`config.mk`:
```
export PLATFORM = sky130hd
export DESIGN_NAME = amd_front
export DESIGN_NICKNAME = d
export VERILOG_FILES = /design/src/rtl/amd_pkg.sv /design/src/rtl/amd_front.sv
export SDC_FILE = /design/constraint.sdc
export NUM_CORES = 1
export LEC_CHECK = 0
export BUFFER_PORTS_ARGS = -buffer_cell sky130_fd_sc_hd__buf_2
export CORE_AREA = 10 10 260 262
export CTS_CLUSTER_SIZE = 24
export DETAILED_ROUTE_END_ITERATION = 12
export DIE_AREA = 0 0 270 272
export GPL_ROUTABILITY_DRIVEN = 0
export PLACE_DENSITY_LB_ADDON = 0.25
export SYNTH_ARGS = -nofsm -noshare
export SYNTH_HDL_FRONTEND = slang
export SYNTH_SLANG_ARGS = --single-unit
```
`constraint.sdc`:
```
create_clock -name clk -period 9.1 [get_ports clk]
set_input_delay 1.365 -clock clk [delete_from_list [all_inputs] [get_ports clk]]
set_output_delay 1.365 -clock clk [all_outputs]
set_load 0.01 [all_outputs]
```
`src/rtl/amd_pkg.sv`:
```
//------------------------------------------------------------------------------
// amd_pkg
// shared types, constants and the cordic angle table for the decomposer
//------------------------------------------------------------------------------
package amd_pkg;

	localparam logic signed [35:0] PI_Q30 = 36'sd3373259426;

	typedef struct packed {
		logic [31:0] e0;
		logic [31:0] e1;
		logic [31:0] e2;
		logic [31:0] e3;
		logic [1:0]  col;
	} col_req_t;

	typedef struct packed {
		logic        ok;
		logic [31:0] tx;
		logic [31:0] ty;
		logic [31:0] tz;
		logic [18:0] rx;
		logic [18:0] ry;
		logic [18:0] rz;
		logic [31:0] sx;
		logic [31:0] sy;
		logic [31:0] sz;
	} result_t;

	typedef enum logic [3:0] {
		ST_IDLE,
		ST_LOAD,
		ST_SQRT,
		ST_DIV,
		ST_ASIN_SQ,
		ST_ASIN_RT,
		ST_ATAN,
		ST_OUT
	} state_t;

	function automatic logic signed [35:0] atan_entry(input logic [4:0] k);
		logic signed [35:0] v;
		case (k)
			5'd0:  v = 36'sd843314857;
			5'd1:  v = 36'sd497837829;
			5'd2:  v = 36'sd263043837;
			5'd3:  v = 36'sd133525159;
			5'd4:  v = 36'sd67021687;
			5'd5:  v = 36'sd33543516;
			5'd6:  v = 36'sd16775851;
			5'd7:  v = 36'sd8388437;
			5'd8:  v = 36'sd4194283;
			5'd9:  v = 36'sd2097149;
			5'd31: v = 36'sd0;
			default: v = 36'sd1 <<< (5'd30 - k);
		endcase
		return v;
	endfunction

endpackage

```
`src/rtl/amd_front.sv`:
```
//------------------------------------------------------------------------------
// amd_front
// accepts column requests and places them in a short queue
//------------------------------------------------------------------------------
module amd_front (
	input  logic                clk,
	input  logic                arst_n,
	input  logic                s_valid,
	output logic                s_ready,
	input  amd_pkg::col_req_t   s_req,
	output logic                q_valid,
	input  logic                q_ready,
	output amd_pkg::col_req_t   q_req
);

	amd_pkg::col_req_t mem_q [4];
	logic [2:0] wp_q, rp_q;
	logic push, pop;

	assign s_ready = (wp_q - rp_q) != 3'd4;
	assign q_valid = wp_q != rp_q;
	assign push = s_valid && s_ready;
	assign pop = q_valid && q_ready;
	assign q_req = mem_q[rp_q[1:0]];

	always_ff @(posedge clk) begin
		if (push) begin
			mem_q[wp_q[1:0]] <= s_req;
		end
	end

	always_ff @(posedge clk or negedge arst_n) begin
		if (!arst_n) begin
			wp_q <= '0;
			rp_q <= '0;
		end else begin
			if (push) wp_q <= wp_q + 3'd1;
			if (pop) rp_q <= rp_q + 3'd1;
		end
	end

endmodule

```
==> results.md, run 1 <==
- Outcome: completed
- Worst hold endpoint: rp_q[2]
- Postcts setup bufs: 0
- Die Ht: 272 µm
- Register Area: 0.01577 mm²
- RSZ-0062 raised after global routing: false
- Die area: between 0.07 and 0.08 mm²
- Grt total ovfl: 0
- Yosys warning count: 0
- Area grow syn2layout: 21.65%
- Hold Path Origin: rp_q[2]
- Worst-Skew Late Latency: between 0.5 and 0.6 ns
- Syn avg cell area: about 27 µm²
- Part of the cycle the worst path needs: 55.66%
- Row count: just over 90
- DR DRC count: 0
- Fin crit period: 5.065 ns
- I/O pins: 266
- Worst r2r dst: mem_q[3][31]
- Vias in the first global route: between 9000 and 10000
- Worst Hold Class: reg -> reg
- Clock sinks: ~530
- FF+latch count, synth: 526
- Starting density of the core: 30.62%
- Pleak: 7.795 nW
- H-tree Lvls: 2
- Worst setup EP type: output pin
- Post-layout util: 37.25%
- Pwr dens: 345.7 mW/mm²
- Core Box Area: 0.06250 mm²
- Worst setup path startpoint: rp_q[0]
- Via count: 8616
- Final Skew: 0.01057 ns
- Layout cells sized above 1: 46.90%
- Final setup viols: 0
- TritonCTS buffer count: 56
- Final nets: 1164
- Max Cap Violations: 0
- Port Buffers: 265
- Fillers: 5733
- Detail Route Antenna Nets: 0
- Startpoint types: register
- First-pass GRT wire length: 63980 µm
- F_max: 197.4 MHz
- CP Data Arrival Time: 3.70 ns
- Die W: 270 µm
- Clock Pin Slew Worst Setup and Hold Paths: about 0.060 ns
- Final setup TNS: 0 ns
- Root Driver: clkbuf_16
- Wirelength per Cell: about 22 µm
- 1st-iter DRT viols: around 600
- Worst rel slew slack: a little over a third
- Syn_nets: between 800 and 900
- Largest net degree at the start of global routing: 59
- Routed vias/inst: 4.506
- Cells after synthesis: 716
- Initial antenna violation count: 6
- Gr usage total: 11.52%
- Multi-input logic area: 0.003207 mm²
- Worst hold slack: around 0.52 ns
- WS Path Type: reg -> out
- Final Hold Viols: 0
- R2R depth: 6
- Max clock buf depth: 3
- CP Data Required Time: around 7.7 ns
- Post-synthesis cell area: 0.01914 mm²
- CTS tree: built
- Measured slew at the worst slew-check pin: slightly below 1 ns
- Routed WL: 42780 µm
- CTS resizes: 0
- Slew Limit Fails: 0
- Hpwl dp: 26020 µm
- Worst Path Max Fanout: 42
- Hold_buf cts: 0
- DRT Pass-1 Iters: 4
- Sequential share of the synthesized area: 82.38%
- Reg2reg start: rp_q[0]
- Unique masters post-synth: 19
- Hold depth: 1
- VDD IR max: 0.0001762 V
- R2R setup slack: just over 5 ns
-- report_power, final --
part / switching [W] / total (W) / internal (W)
Sequential: 0.000211 / 0.00352 / 0.00331
Clock: 0.000904 / 0.00222 / 0.00132
Combinational: 0.00131 / 0.00231 / 0.00100
Total: 0.00242 / 0.00805 / 0.00563
-- kinds of logic after synthesis --
family / count (synthesis) / share of synthesized area, %
buf+inv: 34 / 0.9480
xor+xnor: 6 / 0.3531
mux: 132 / 15.44
fa+ha+maj: 7 / 0.4576
compound gates: 2 / 0.1765
simple gates: 9 / 0.2485
flops: 526 / 82.38
-- routing by layer --
layer	share of wire [%]	GRT usage (%)	vias to the layer above
met1	42	14.37	4594
met2	49	19.09	224
li1	-	-	3724
met5	0.11	0	-
met3	6.7	3.812	66
met4	1.6	2.868	8
-- worst max-delay path by stage --
stage / to / slack (ns) / depth (start not counted)
6_report: q_req[25] / 4.03 / 4
5_1_grt: q_req[25] / 3.59 / 4
4_1_cts: q_req[25] / 3.73 / 4
3_5_place_dp: q_req[25] / 4.40 / 4
3_3_place_gp: q_req[35] / 4.41 / 4
2_1_floorplan: mem_q[3][0] / 3.13 / 8
-- final cells by class --
cell class | instances | share of cell area [%]
clock buffers | 64 | 6.148
diodes | 2 | 0.02150
well taps | 846 | 4.547
repair buffers | 279 | 6.148
flip-flops and latches | 526 | 67.75
multi-input cells | 156 | 13.77
inverters | 4 | 0.06449
clock inverters | 35 | 1.548
-- state kept, by name (all words and copies together), names as in the netlist --
name,flops
wp_q,3
mem_q,520
rp_q,3
-- per-stage QoR --
stage | cells | area (µm²) | total power, W | setup slack (ns)
detailed placement | 1811 | 21480 | 0.006010 | 4.400
floorplan | 716 | 19140 | 0.005043 | 3.127
global placement | 1811 | 21480 | 0.005991 | 4.409
finish | 1912 | 23280 | 0.008049 | 4.035
CTS | 1910 | 23280 | 0.008269 | 3.732
global route | 1910 | 23280 | 0.008507 | 3.593
-- critical path, cell delays in order (launching register included) --
cell and delay, ns:
dfrtp_4 1.04, buf_4 0.59, buf_4 0.65, mux4_2 0.61, buf_2 0.17
-- cells in the mapped netlist (all sizes together) --
cell type,count,area share (%)
buf,23,0.73
mux4,130,15
xnor2,5,0.31
inv,4,0.078
and2,3,0.098
ha,7,0.46
edfxtp,520,82
xor2,1,0.046
a31oi,2,0.18
nand3,3,0.078
nor2b,1,0.033
clkbuf,7,0.14
dfrtp,6,0.78
mux2,2,0.14
nand2,2,0.039
-- cells in the final DEF (no fill, tap or decap), drive strengths merged --
master / n
a31oi: 2
and2: 3
buf: 279
bufinv: 7
clkbuf: 64
clkinv: 25
clkinvlp: 1
dfrtp: 6
diode: 2
edfxtp: 520
ha: 7
inv: 6
mux2: 2
mux4: 130
nand2: 2
nand3: 3
nor2b: 1
xnor2: 5
xor2: 1
(Power assumes the default switching activity.)
==> run 2, diff against run 1 <==
Clock period 9.1 ns to 4.89 ns, I/O delays scaled along.
==> results.md, run 2 (synthesis gave the netlist of run 1 again) <==
- Outcome: completed
- Largest net degree at the start of global routing: 133 (+130%)
- Top cell family by delay on the critical path: buffers and inverters
- Core Box Area: 0.06250 mm² (unchanged)
- Final setup viols: 0 (unchanged)
- WS Path Type: reg -> out
- VDD IR max: 0.0004585 V (+160%)
- Commonest non-fill, non-tap cell in the layout: edfxtp_1
- F_max: 298.8 MHz
- Part of the cycle the worst path needs: between 60% and 70%
- Cell Area, Placed: 0.02168 mm² (+0.90%)
- Die area: 0.07344 mm² (unchanged)
- CP Data Required Time: 4.16 ns (-3.58 ns)
- Vias in the first global route: 9377 (-2.1%)
- Area grow syn2layout: 22.11%
- Routed vias/inst: 4.446 (-1.3%)
- Via count: 8572 (-0.51%)
- Pleak: 7.814 nW (+0.24%)
- Final Skew: 0.007882 ns (-0.002692 ns)
- Root Driver: clkbuf_16
- Register Area: 0.01577 mm² (unchanged)
- Worst rel slew slack: 35.06% (+0.34 points)
- Clock sinks: 526 (unchanged)
- Max Cap Violations: 0 (unchanged)
- Grt total ovfl: 0 (unchanged)
- Final setup TNS: 0 ns (unchanged)
- Final nets: 1174 (+0.86%)
- Starting density of the core: 30.62% (unchanged)
- Fillers: 5720 (-0.23%)
- Hpwl dp: 26000 µm (-0.10%)
- Detail Route Antenna Nets: 0 (unchanged)
- Multi-input logic area: 0.003207 mm² (unchanged)
- Die Ht: 272 µm (unchanged)
- Slowest library cell on the worst path: mux4_2
- Worst setup EP type: output pin
- RSZ-0062 raised after global routing: false
- Initial antenna violation count: 14 (+8)
- Met2 routed WL: 19880 µm (-5.3%)
- TritonCTS buffer count: 56 (unchanged)
- CTS resizes: 0 (unchanged)
- Crit path largest cell delay: 0.63 ns (-0.41 ns)
- Measured slew at the worst slew-check pin: 0.9741 ns (-0.005109 ns)
- Max FFs per register: 520 (unchanged)
- Final Hold Viols: 0 (unchanged)
- Total power: 0.01480 W (+84%)
- Pwr dens: 633.4 mW/mm² (+83%)
- Worst Path Max Fanout: 74 (+76%)
- Clock Pin Slew Worst Setup and Hold Paths: 0.06 ns (about the same)
- Row count: 92 (unchanged)
- CTS tree: built
- Wirelength per Cell: 21.73 µm (-2.9%)
- Commonest cells after routing, fill and taps aside: edfxtp_1, buf_2, mux4_2
- Hold_buf cts: 1 (+1)
- Worst-Skew Late Latency: 0.58 ns (about the same)
- Startpoint types: register
- Layout cells sized above 1: 46.48% (-0.42 points)
- Postcts setup bufs: 0 (unchanged)
- Port Buffers: 265 (unchanged)
- Post-layout util: 37.39% (+0.14 points)
- First-pass GRT wire length: 63050 µm (-1.5%)
- DRT Pass-1 Iters: 4 (unchanged)
- 1st-iter DRT viols: 623 (+2.5%)
- Max clock buf depth: 3 (unchanged)
- Gr usage total: 11.30% (-0.22 points)
- CP Data Arrival Time: 2.61 ns (-1.09 ns)
- I/O pins: 266 (unchanged)
- Slew Limit Fails: 0 (unchanged)
- H-tree Lvls: 2 (unchanged)
- DR DRC count: 0 (unchanged)
- Routed met3 length: 3627 µm (+26%)
- M1 WL: 17360 µm (-4.5%)
- Final Instance Area: 0.02337 mm² (+0.38%)
- CP Buf/Inv Count: 2 (-1)
- Worst-path cell chain: buf_12 > mux4_2 > buf_2
- Fin crit period: 3.346 ns
- Top routing layer in use: met5
- Routed WL: 41900 µm (-2.1%)
- Die W: 270 µm (unchanged)
- Worst Hold Class: in -> reg
-- run 2: changes by cell type in the layout (fill, tap and decap cells not counted), sizes merged --
cell	delta
buf	+9
clkbuf	+6
clkinvlp	+2
dlygate4sd3	+1
inv	+2
clkinv	+2
bufinv	-6
-- run 2: layout make-up --
cell class	count	area share, %
inverter	4	0.06425
multi-input combinational	156	13.72
antenna	2	0.02142
clock buffer	70	6.313
sequential	526	67.49
timing repair buffer	289	6.993
clock inverter	35	0.8620
tap	846	4.530
-- run 2: final timing paths --
check / start / end / slack [ns] / cells after the start
worst max-delay path: rp_q[0] / q_req[23] / 1.54 / 3
worst min-delay path: s_req[108] / mem_q[1][108] / 0.36 / 1
worst max register to register: rp_q[0] / mem_q[0][8] / 2.03 / 6
worst min register to register: rp_q[2] / rp_q[2] / 0.52 / 1
max in group asynchronous: arst_n / rp_q[1] / 4.22 / 2
min in group asynchronous: arst_n / rp_q[2] / 0.50 / 2
-- run 2: stage by stage --
step | instances | hold WS (ns) | setup WS (ns)
after floorplan | 716 | 0.4379 | 0.6544
after global placement | 1820 | 0.5120 | 1.982
after global routing | 1927 | 0.3169 | 1.365
after detailed placement | 1820 | 0.5161 | 1.905
final | 1928 | 0.3555 | 1.544
after CTS | 1926 | 0.2983 | 1.445
-- run 2: worst reg2reg max path: stages, from the launching register on --
cell and delay [ns]:
dfrtp_4 0.58, ha_1 0.21, nor2b_1 0.15, xnor2_2 0.18, a31oi_4 0.28, and2_4 0.74
buf_4 0.39
-- run 2: metal layers --
| layer | vias up | GRT usage [%] |
|---|---|---|
| met5 | - | 0 |
| met4 | 24 | 3.075 |
| met3 | 82 | 4.592 |
| met1 | 4459 | 14.19 |
| met2 | 257 | 17.87 |
| li1 | 3750 | - |
-- run 2: power breakdown --
part	switching [W]	leakage [nW]	internal, W
clock	0.00167	0.813	0.00218
sequential	0.000223	4.83	0.00614
combinational	0.00259	2.17	0.00199
total	0.00449	7.81	0.0103
